**config.mk**
```make
export PLATFORM = sky130hd
export DESIGN_NAME = mevs_queue
export DESIGN_NICKNAME = d
export VERILOG_FILES = /design/src/design/mevs_pkg.sv /design/src/design/mevs_queue.sv
export SDC_FILE = /design/constraint.sdc
export NUM_CORES = 1
export LEC_CHECK = 0
export BUFFER_PORTS_ARGS = -buffer_cell sky130_fd_sc_hd__buf_2
export CORE_MARGIN = 3
export CORE_UTILIZATION = 35
export CTS_BUF_LIST = sky130_fd_sc_hd__clkbuf_4 sky130_fd_sc_hd__clkbuf_8
export CTS_CLUSTER_DIAMETER = 40
export CTS_CLUSTER_SIZE = 30
export DETAILED_ROUTE_END_ITERATION = 10
export GPL_ROUTABILITY_DRIVEN = 0
export PLACE_DENSITY_LB_ADDON = 0.25
export SYNTH_ARGS = -nofsm -noshare
export SYNTH_HDL_FRONTEND = slang
export SYNTH_SLANG_ARGS = --single-unit
```
**constraint.sdc**
```tcl
create_clock -name clk -period 11.3 [get_ports clk]
set_input_delay 1.13 -clock clk [delete_from_list [all_inputs] [get_ports clk]]
set_output_delay 1.13 -clock clk [all_outputs]
set_load 0.02 [all_outputs]
```
**src/design/mevs_pkg.sv**
```systemverilog
`timescale 1ns / 1ps
// Shared definitions for the missing energy vector sum block: field widths, interface types,
// the back-end state type and the sine/cosine and angle-boundary tables built at elaboration.
// No dependencies.
package mevs_pkg;

	localparam int ANGLE_BITS     = 10;
	localparam int ENERGY_BITS    = 16;
	localparam int ACC_BITS       = 32;
	localparam int TRIG_FRAC_BITS = 15;
	localparam int RAPIDITY_BITS  = 12;
	localparam int MAG_BITS       = 32;
	localparam int BOUND_FRAC     = 30;

	localparam int QUARTER_BITS   = ANGLE_BITS - 2;
	localparam int TRIG_ENTRIES   = 1 << QUARTER_BITS;
	localparam int TRIG_W         = TRIG_FRAC_BITS + 1;
	localparam int PROD_W         = ENERGY_BITS + TRIG_W;
	localparam int TERM_W         = PROD_W + 1 - TRIG_FRAC_BITS;
	localparam int BOUND_IDX_BITS = ANGLE_BITS - 3;
	localparam int BOUND_ENTRIES  = 1 << BOUND_IDX_BITS;
	localparam int BOUND_W        = BOUND_FRAC + 1;
	localparam int SQ_W           = 2 * ACC_BITS;
	localparam int CMP_W          = ACC_BITS + BOUND_W;

	localparam int IN_FIELDS_W    = ENERGY_BITS + ANGLE_BITS + RAPIDITY_BITS;
	localparam int IN_DATA_W      = ((IN_FIELDS_W + 7) / 8) * 8;
	localparam int OUT_FIELDS_W   = 2 * ACC_BITS + MAG_BITS + ANGLE_BITS;
	localparam int OUT_DATA_W     = ((OUT_FIELDS_W + 7) / 8) * 8;
	localparam int OUT_PAD_W      = OUT_DATA_W - OUT_FIELDS_W;

	localparam int QUEUE_DEPTH    = 2;
	localparam int QPTR_BITS      = 1;

	localparam logic SIDE_FWD = 1'b0;
	localparam logic SIDE_BWD = 1'b1;

	localparam logic [63:0] PI_Q60 = 64'h3243F6A8885A308D;
	localparam int TAYLOR_TERMS = 16;
	// (2k+2)(2k+3) and (2k+1)(2k+2) for the sine and cosine series terms
	localparam int TAYLOR_SIN_DIV [TAYLOR_TERMS] = '{6, 20, 42, 72, 110, 156, 210, 272,
		342, 420, 506, 600, 702, 812, 930, 1056};
	localparam int TAYLOR_COS_DIV [TAYLOR_TERMS] = '{2, 12, 30, 56, 90, 132, 182, 240,
		306, 380, 462, 552, 650, 756, 870, 992};

	typedef logic signed [ACC_BITS-1:0] acc_t;

	typedef struct packed {
		acc_t x_fwd;
		acc_t y_fwd;
		acc_t x_bwd;
		acc_t y_bwd;
	} sums_t;

	typedef struct packed {
		logic  valid;
		sums_t sums;
	} q_push_t;

	typedef struct packed {
		logic  valid;
		sums_t sums;
	} q_head_t;

	typedef struct packed {
		logic                         side;
		acc_t                         sum_x;
		acc_t                         sum_y;
		logic [MAG_BITS-1:0]          magnitude;
		logic signed [ANGLE_BITS-1:0] direction;
	} result_t;

	typedef enum logic [3:0] {
		BK_IDLE,
		BK_LOAD,
		BK_SQ_X,
		BK_SQ_Y,
		BK_SUM,
		BK_ROOT,
		BK_S_RD,
		BK_S_MUL,
		BK_S_CMP,
		BK_EMIT
	} back_state_t;

	typedef logic [TRIG_ENTRIES-1:0][2*TRIG_W-1:0]   trig_tab_t;
	typedef logic [BOUND_ENTRIES-1:0][2*BOUND_W-1:0] bound_tab_t;

	// Low 64 bits of (a * b) >> s.
	function automatic logic [63:0] mulsh(logic [63:0] a, logic [63:0] b, int unsigned s);
		logic [127:0] p;
		p = {64'd0, a} * {64'd0, b};
		p = p >> s;
		return p[63:0];
	endfunction

	// Sine and cosine of r*pi/2^(bits-1) from a Q60 Taylor series, rounded to frac bits.
	// Returns {sine, cosine}, 64 bits each.
	function automatic logic [127:0] qtrig(logic [63:0] r, int unsigned bits,
		int unsigned frac);
		logic [63:0]        x;
		logic [63:0]        x2;
		logic [63:0]        ts;
		logic [63:0]        tc;
		logic signed [63:0] ss;
		logic signed [63:0] sc;
		logic [63:0]        sn;
		logic [63:0]        cs;
		int unsigned        rs;
		x  = mulsh(r, PI_Q60, bits - 1);
		x2 = mulsh(x, x, 60);
		ts = x;
		tc = 64'd1 << 60;
		ss = '0;
		sc = '0;
		rs = 60 - frac;
		for (int k = 0; k < TAYLOR_TERMS; k++) begin
			if ((k & 1) != 0) begin
				ss = ss - $signed(ts);
				sc = sc - $signed(tc);
			end else begin
				ss = ss + $signed(ts);
				sc = sc + $signed(tc);
			end
			ts = mulsh(ts, x2, 60) / 64'(TAYLOR_SIN_DIV[k]);
			tc = mulsh(tc, x2, 60) / 64'(TAYLOR_COS_DIV[k]);
		end
		if (ss < 0) ss = '0;
		if (sc < 0) sc = '0;
		sn = (64'(ss) + (64'd1 << (rs - 1))) >> rs;
		cs = (64'(sc) + (64'd1 << (rs - 1))) >> rs;
		return {sn, cs};
	endfunction

	// Quarter-wave table, entry r holds {sin, cos} of r*pi/512.
	function automatic trig_tab_t build_trig_tab();
		trig_tab_t    tab;
		logic [127:0] t;
		for (int r = 0; r < TRIG_ENTRIES; r++) begin
			t = qtrig(64'(r), ANGLE_BITS, TRIG_FRAC_BITS);
			tab[r] = {t[64 +: TRIG_W], t[0 +: TRIG_W]};
		end
		return tab;
	endfunction

	// Half-step boundaries of the first octant, entry j holds {sin, cos} of (2j+1)*pi/1024.
	function automatic bound_tab_t build_bound_tab();
		bound_tab_t   tab;
		logic [127:0] t;
		for (int j = 0; j < BOUND_ENTRIES; j++) begin
			t = qtrig(64'(2 * j + 1), ANGLE_BITS + 1, BOUND_FRAC);
			tab[j] = {t[64 +: BOUND_W], t[0 +: BOUND_W]};
		end
		return tab;
	endfunction

	localparam trig_tab_t  TRIG_TAB  = build_trig_tab();
	localparam bound_tab_t BOUND_TAB = build_bound_tab();

endpackage

```
**src/design/mevs_queue.sv**
```systemverilog
`timescale 1ns / 1ps
// Two-entry queue of finished event sums between the front and back ends.
// Uses mevs_pkg.
module mevs_queue import mevs_pkg::*; (
	input  logic    clk,
	input  logic    arst_n,
	input  q_push_t push,
	input  logic    pop,
	output logic    full,
	output q_head_t head
);

	sums_t                entries_q [QUEUE_DEPTH];
	logic [QPTR_BITS-1:0] wr_ptr_q;
	logic [QPTR_BITS-1:0] rd_ptr_q;
	logic [QPTR_BITS:0]   count_q;

	assign full       = (count_q == (QPTR_BITS + 1)'(QUEUE_DEPTH));
	assign head.valid = (count_q != '0);
	assign head.sums  = entries_q[rd_ptr_q];

	always_ff @(posedge clk) begin
		if (push.valid) begin
			entries_q[wr_ptr_q] <= push.sums;
		end
	end

	always_ff @(posedge clk or negedge arst_n) begin
		if (!arst_n) begin
			wr_ptr_q <= '0;
			rd_ptr_q <= '0;
			count_q  <= '0;
		end else begin
			if (push.valid) begin
				wr_ptr_q <= wr_ptr_q + QPTR_BITS'(1);
			end
			if (pop) begin
				rd_ptr_q <= rd_ptr_q + QPTR_BITS'(1);
			end
			if (push.valid && !pop) begin
				count_q <= count_q + (QPTR_BITS + 1)'(1);
			end else if (pop && !push.valid) begin
				count_q <= count_q - (QPTR_BITS + 1)'(1);
			end
		end
	end

endmodule

```
# Word level (Yosys, flattened, before mapping)
# Memories as Yosys holds them, arrays and structs flattened.
# Cells that the tools add are included.
dict set report word_totals {
  out_inout_bits 130
  ramBits 256
  n_memories 1
  regBits 4
  inputBits 132
  word_cells 19
}
dict set report classes {
  n_addsub 4
  n_reduce_logical 6
  eq_ne 1
  n_mux 4
}
# memory depth word_bits read_ports rd_ports_with_merged_regs write_ports line_no
set memory_table {}
lappend memory_table {entries_q 2 128 1 0 1 mevs_queue.sv:13} ;# sums_t entries_q [QUEUE_DEPTH];
# cell n
set ops {}
lappend ops {{2-to-1 mux 2 bit} 2}
lappend ops {{nonzero test 2 bit} 2}
lappend ops {{adder 1 bit, second input constant} 2}
lappend ops {{adder 2 x 1 -> 2 bit, second input constant} 1}
lappend ops {{== test 2 bit, second input constant} 1}
lappend ops {{logical AND 1 bit} 2}
lappend ops {{zero test 1 bit} 2}
lappend ops {{2-to-1 mux 1 bit} 2}
lappend ops {{subtractor 2 x 1 -> 2 bit, second input constant} 1}

# Depth between registers and ports, before layout
# Gate-level depths: netlist of the first run.
dict set report logic_depth {
  ltp_word 4
  ltp_mapped 5
  depth_no_buf 5
}

# Worst setup path before layout of the first run
# Ideal clock, no wire load.
dict set report synth_path {
  path_type {input-to-reg}
  from {input port push[128] (netlist bit)}
  to {memory entries_q[0][0] (netlist bit) (enable)}
  n_path_buf 0
  slack_ns 3.990
  arrival_ns 6.678
  stages 1
  setup_time_ns 0.632
  required_ns 10.668
  path_cell_list {nor2b_1}
}
dict set report synth_via {
  elab_chain_cells 2
}
# item line_no
set synth_lines {}
lappend synth_lines {{from (decl)} mevs_queue.sv:7} ;# input q_push_t push,
lappend synth_lines {{2-to-1 mux 1 bit} mevs_queue.sv:23} ;# if (push.valid) begin
lappend synth_lines {{2-to-1 mux 1 bit (implied by the code)} mevs_queue.sv:24} ;# entries_q[wr_ptr_q] <= push.sums;
lappend synth_lines {{to (decl)} mevs_queue.sv:13}
# No other way between the ends.

==> results of run 1 <==
==> cell usage after synthesis <==
cell                         n  area, um2
sky130_fd_sc_hd__edfxtp_1  256       7690
sky130_fd_sc_hd__mux2_2    128       1440
sky130_fd_sc_hd__buf_6      13        146
sky130_fd_sc_hd__dfrtp_1     4        100
sky130_fd_sc_hd__xor2_1      4       35.0
sky130_fd_sc_hd__nor2b_1     2       12.5
sky130_fd_sc_hd__and2_1      1       6.26
sky130_fd_sc_hd__buf_2       1       5.00
sky130_fd_sc_hd__ha_1        1       12.5
sky130_fd_sc_hd__inv_1       1       3.75
sky130_fd_sc_hd__nor2_1      1       3.75
sky130_fd_sc_hd__or2_2       1       6.26
sky130_fd_sc_hd__xnor2_1     1       8.76
==> layer usage <==
layer  vias to the layer above  global-route usage
met5                         -                   0
li1                       2238                   -
met4                         4              0.0501
met1                      2357               0.141
met3                        52              0.0448
met2                       182               0.211
==> stage by stage <==
stage	power [uW]	util	setup WS [ps]	area, um2
2_1_floorplan	2070	-	3990	9470
3_3_place_gp	2320	0.421	7680	11100
3_5_place_dp	2330	0.421	7650	11100
4_1_cts	3120	0.450	7050	11900
5_1_grt	3220	0.450	6950	11900
6_report	3050	0.450	7120	11900
==> final cells by class <==
cell class	instances	area (um2)
Clock inverter	23	228
Antenna cell	2	5.00
Tap cell	335	419
Multi-Input combinational cell	139	1540
Timing Repair Buffer	265	1340
Sequential cell	260	7790
Fill cell	2333	14500
Inverter	1	3.75
Clock buffer	42	547
==> kinds of logic after synthesis <==
group / synth area share
xor+xnor: 0.00462
fa+ha+maj: 0.00132
simple gates: 0.00304
mux: 0.152
buf+inv: 0.0164
flops: 0.822
==> registers in the layout (all words and copies together) (netlist names) <==
name       flops
entries_q    256
count_q        2
rd_ptr_q       1
wr_ptr_q       1
==> worst paths after layout <==
kind | slack, ps | end | start
max | 7120 | head[44] | rd_ptr_q$_DFFE_PN0P_
min | 400 | count_q[0]$_DFFE_PN0P_ | arst_n
max reg2reg | 8830 | entries_q[1][124]$_DFFE_PP_ | wr_ptr_q$_DFFE_PN0P_
min reg2reg | 510 | count_q[1]$_DFFE_PN0P_ | count_q[1]$_DFFE_PN0P_
max in group asynchronous | 10760 | rd_ptr_q$_DFFE_PN0P_ | arst_n
min in group clk | 510 | count_q[1]$_DFFE_PN0P_ | count_q[1]$_DFFE_PN0P_
==> worst reg2reg max path: stages, from the launching register on <==
cell and delay, ps:
sky130_fd_sc_hd__dfrtp_1 420, sky130_fd_sc_hd__and2_4 650, sky130_fd_sc_hd__buf_4 890
==> power by group <==
part	internal [uW]	switching (uW)	leakage, uW
clock	405	358	0.000390
sequential	1280	73.4	0.00245
combinational	368	567	0.00160
total	2050	999	0.00444
==> results.rst, run 1 <==
.. list-table::
   :header-rows: 1

   * - Metric
     - Value
   * - Final period utilization
     - 0.370
   * - Sinks on Clock Net
     - 260
   * - Top Metal Used
     - met5
   * - Share of cells above drive strength 1
     - 0.627
   * - Top library cells by usage in the layout, fill and taps aside
     - sky130_fd_sc_hd__buf_2 (261), sky130_fd_sc_hd__edfxtp_1 (256), sky130_fd_sc_hd__mux2_2 (128), sky130_fd_sc_hd__clkbuf_8 (37), sky130_fd_sc_hd__clkbuf_4 (5)
   * - Final critical path time including I/O delays and setup
     - 4180 ps
   * - Count of final setup violators
     - 0
   * - Wirelength, routed
     - 18.8 mm
   * - X dimension of the die
     - around 170 um
   * - Via density per instance
     - roughly 4.5
   * - Total met2 wirelength after detailed routing
     - 9.42 mm
   * - Outcome
     - finished clean
   * - Worst Path Class, Setup
     - flop to output pin
   * - Initial DRT Pass Iterations
     - 4
   * - Layout Cells excl Fill
     - 1067
   * - Minimum hold slack
     - 404 ps
   * - Number of logic stages on the critical path including buffering
     - 3
   * - NumNets Final
     - 836
   * - Total via count after detailed routing
     - 4833
   * - Drt wl/cell
     - 17.6 um
   * - Remaining DRCs
     - 0
   * - Largest net degree at the start of global routing
     - 82
   * - Max stage delay on crit path
     - 890 ps
   * - Max FO, Critical Path
     - 81
   * - Tightest Pin Transition
     - 1120 ps
   * - Final number of max-transition violations
     - 0
   * - Cell with the largest stage delay on the worst path
     - sky130_fd_sc_hd__buf_4
   * - Combined buffer and inverter count along the critical path
     - 2
   * - Die Y
     - 170 um
   * - Mean cell area of the mapped netlist
     - roughly 23 um2
   * - Number of top-level pins
     - approximately 260
   * - Synth Instances
     - 414
   * - Crit path arrival time
     - 3050 ps
   * - Iter 0 DRT Violations
     - 196
   * - Cts repair resizes
     - 0
   * - Number of placement rows
     - 59
   * - Distinct cell type count after synthesis
     - 13
   * - Area of the core
     - 26400 um2
   * - Netlist area before placement
     - 9470 um2
   * - Flip-flop and latch count after synthesis
     - 260
   * - Cts bufs inserted
     - 36
   * - Crit path launch type
     - flop
   * - Wire length of the first global-routing pass
     - 27.9 mm
   * - Reported leakage power
     - 0.00444 uW
   * - Most common library cell in the layout ignoring fill and taps
     - sky130_fd_sc_hd__buf_2
   * - Cell Chain, Critical Path
     - buf_4 -> mux2_2 -> buf_2
   * - WL met1
     - approximately 7.2 mm
   * - Initial Utilization
     - 0.359
   * - DP Wirelength
     - 12.4 mm
   * - Clk_skew
     - about 11 ps
   * - Unrepaired setup endpoints after global routing
     - false
   * - Number of levels the H-tree was split into
     - 2
   * - Required time of the critical path
     - 10170 ps
   * - Clock latency on the worst-skew pair
     - approximately 520 ps
   * - Remaining global-route overflow
     - 0
   * - Met3 Wirelength
     - 1.58 mm
   * - Quantity of I/O buffers inserted on ports
     - around 260
   * - Die area
     - 29100 um2
   * - Yosys Warn Count
     - 0
   * - Layout overhead on the synthesized area
     - 25.3%
   * - Net count after synthesis
     - 547
   * - Number of setup buffers added after CTS
     - 0
   * - Clock tree from TritonCTS
     - yes
   * - Antenna-violating nets left
     - 0
   * - Number of global-route vias before repair
     - 5266
   * - Top Family by Delay on Critical Path
     - buffers and inverters
   * - CTS Root Cell
     - sky130_fd_sc_hd__clkbuf_8
   * - Worst-path clk slew
     - 70 ps
   * - Count of maximum capacitance violations
     - 0
   * - Worst voltage drop across the vdd grid
     - 0.146 mV
   * - Number of hold-slack violations in the final timing report
     - 0
   * - Buffers from clock root to sink, at most
     - 3
   * - Total negative setup slack
     - 0 ps
   * - Pwr dens
     - approximately 260 nW/um2
   * - CTS Hold Bufs
     - 0
   * - Kind of end point of the critical path
     - output pin
   * - Total placed cells including tap cells
     - 1000
   * - GR Util All Layers
     - 0.123
   * - Remaining max-slew budget at the tightest pin
     - 0.254
   * - Antenna violations before repair
     - 4
   * - Post-synthesis sequential area ratio
     - 0.822
   * - F_max
     - 239 MHz
   * - Worst-case reg-to-reg path depth
     - 2
   * - Path type of the worst min-delay path
     - input pin to async pin
Power figures use the tool's default switching activity.
==> run 2, diff against run 1 <==
==> constraint.sdc (replaced) <==
create_clock -name clk -period 3.85 [get_ports clk]
set_input_delay 0.385 -clock clk [delete_from_list [all_inputs] [get_ports clk]]
set_output_delay 0.385 -clock clk [all_outputs]
set_load 0.02 [all_outputs]
==> results.rst, run 2 (synthesis results as in run 1) <==
.. list-table::
   :header-rows: 1

   * - Metric
     - Value
   * - DP Wirelength
     - 12.9 mm
   * - Number of levels the H-tree was split into
     - 2
   * - Max stage delay on crit path
     - 680 ps
   * - Antenna-violating nets left
     - 0
   * - Gate power share
     - 0.308
   * - Worst-path clk slew
     - 80 ps
   * - Final number of max-transition violations
     - 0
   * - Crit path launch type
     - flop
   * - Quantity of I/O buffers inserted on ports
     - 261
   * - Die Y
     - roughly 170 um
   * - Part of the power in registers
     - 0.429
   * - Tightest Pin Transition
     - 787 ps
   * - Cts bufs inserted
     - 39
   * - Remaining DRCs
     - 0
   * - Cell Chain, Critical Path
     - buf_12 -> mux2_2 -> buf_2
   * - Initial DRT Pass Iterations
     - 4
   * - Number of setup buffers added after CTS
     - 0
   * - Internal
     - 6210 uW
   * - Number of global-route vias before repair
     - around 5.4k
   * - Total placed cells including tap cells
     - 1003
   * - Via density per instance
     - 4.50
   * - Sinks on Clock Net
     - 260
   * - Clock tree from TritonCTS
     - yes
   * - F_max
     - 380 MHz
   * - Crit path arrival time
     - 2250 ps
   * - Cell with the largest stage delay on the worst path
     - sky130_fd_sc_hd__dfrtp_4
   * - Outcome
     - finished clean
   * - Worst Path Class, Setup
     - flop to output pin
   * - Share of cells above drive strength 1
     - 0.616
   * - Final critical path time including I/O delays and setup
     - ~2600 ps
   * - Multi-input gate area in the final layout
     - between 1500 and 2000 um2
   * - Number of fill cells in the layout
     - 2286
   * - Number of top-level pins
     - 262
   * - Path type of the worst min-delay path
     - input pin to flop
   * - Largest net degree at the start of global routing
     - 70
   * - Sw Ratio
     - 0.325
   * - Max FO, Critical Path
     - 69
   * - Clock latency on the worst-skew pair
     - 520 ps
   * - Layout overhead on the synthesized area
     - 29.3%
   * - Reported leakage power
     - 0.00460 uW
   * - Remaining max-slew budget at the tightest pin
     - 0.474
   * - Unrepaired setup endpoints after global routing
     - false
   * - Layout Cells excl Fill
     - 1099
   * - Placed inst area
     - between 10000 and 15000 um2
   * - Buffers from clock root to sink, at most
     - 3
   * - Wire length of the first global-routing pass
     - 28.7 mm
   * - Final standard cell utilization of the core
     - 0.465
   * - GR Util All Layers
     - 0.126
   * - Iter 0 DRT Violations
     - between 200 and 250
   * - Final standard cell area without fillers
     - 12200 um2
   * - Area of the core
     - 26400 um2
   * - Cts repair resizes
     - 0
   * - Antenna violations before repair
     - 3
   * - Largest register FFs
     - 256
   * - Kind of end point of the critical path
     - output pin
   * - Clk_skew
     - approximately 11 ps
   * - Biggest register
     - entries_q
   * - Drt wl/cell
     - 17.5 um
   * - Minimum hold slack
     - approximately 47 ps
   * - Switch Pwr
     - around 3000 uW
   * - Count of maximum capacitance violations
     - 0
   * - Biggest regs
     - entries_q: 256 flops, count_q: 2 flops
   * - Worst voltage drop across the vdd grid
     - 0.406 mV
   * - Initial Utilization
     - 0.359
   * - Clock network power share
     - 0.264
   * - Top Family by Delay on Critical Path
     - flip-flops
   * - Count of final setup violators
     - 0
   * - Required time of the critical path
     - between 3000 and 4000 ps
   * - X dimension of the die
     - 170 um
   * - Register Area
     - about 7800 um2
   * - CTS Root Cell
     - sky130_fd_sc_hd__clkbuf_8
   * - Wirelength, routed
     - ~19 mm
   * - Most common library cell in the layout ignoring fill and taps
     - sky130_fd_sc_hd__buf_2
   * - NumNets Final
     - 864
   * - Combined buffer and inverter count along the critical path
     - 2
   * - Number of placement rows
     - 59
   * - Die area
     - 29100 um2
   * - Pwr dens
     - between 700 and 800 nW/um2
   * - Remaining global-route overflow
     - 0
   * - Total via count after detailed routing
     - 4943
   * - Top library cells by usage in the layout, fill and taps aside
     - sky130_fd_sc_hd__buf_2 (261), sky130_fd_sc_hd__edfxtp_1 (256), sky130_fd_sc_hd__mux2_2 (128), sky130_fd_sc_hd__clkbuf_8 (43), sky130_fd_sc_hd__dlygate4sd3_1 (22)
   * - Number of hold-slack violations in the final timing report
     - 0
   * - Final period utilization
     - 0.683
run 2: cell types whose count changed in the layout (fill, tap and decap cells not counted), sizes merged, moves of 2 or more:
| cell | delta |
|---|---|
| inv | +2 |
| dlygate4sd3 | +22 |
| buf | +3 |
| clkinv | -2 |
| clkbuf | +5 |
run 2: power by group through the flow:
stage | registers (uW) | clock network, uW | logic [uW]
global placement | 3990 | 0 | 2830
CTS | 3950 | 2520 | 2880
detailed placement | 4010 | 0 | 2860
global route | 4000 | 2650 | 3030
finish | 3940 | 2430 | 2830
floorplan | 3950 | 0 | 2090
run 2: final cells by class:
class	instances	share of cell area
Sequential cell	260	0.636
Inverter	1	0.000307
Clock buffer	47	0.0508
Antenna cell	3	0.000613
Clock inverter	24	0.0202
Multi-Input combinational cell	139	0.125
Tap cell	335	0.0342
Timing Repair Buffer	290	0.132
run 2: path summary, 6_finish.rpt:
kind / slack, ps / endpoint / cells past startpoint / start
max: 1220 / head[94] / 3 / rd_ptr_q$_DFFE_PN0P_
min: 50 / entries_q[1][82]$_DFFE_PP_ / 1 / push[82]
max reg2reg: 1960 / entries_q[0][89]$_DFFE_PP_ / 2 / wr_ptr_q$_DFFE_PN0P_
min reg2reg: 490 / count_q[1]$_DFFE_PN0P_ / 1 / count_q[1]$_DFFE_PN0P_
max in group asynchronous: 3500 / rd_ptr_q$_DFFE_PN0P_ / 2 / arst_n
min in group asynchronous: 210 / wr_ptr_q$_DFFE_PN0P_ / 2 / arst_n
run 2: metrics by stage:
stage	setup TNS, ps	total power, uW	setup WS (ps)
2_1_floorplan	-987	6040	-7.71
3_3_place_gp	0	6820	1750
3_5_place_dp	0	6870	1730
4_1_cts	0	9360	1150
5_1_grt	0	9670	1090
6_report	0	9200	1220
run 2: routing by layer:
metal / track usage / up-vias / routed length [um]
met2: 0.223 / 186 / 9990
met4: 0.0596 / 0 / 650
met5: 0 / - / 0
met3: 0.0381 / 48 / 1450
li1: - / 2299 / -
met1: 0.140 / 2410 / 7170
run 2: what timing repair did:
| action | in CTS | in global routing |
|---|---|---|
| endpoints found under the setup margin | 0 | 0 |
| hold buffers | 22 | 0 |
| endpoints found under the hold margin | 42 | 0 |
run 2: worst register-to-register path, stage by stage (launching register included):
cell and delay [ps]:
sky130_fd_sc_hd__dfrtp_1 430, sky130_fd_sc_hd__nor2b_4 640, sky130_fd_sc_hd__buf_4 470
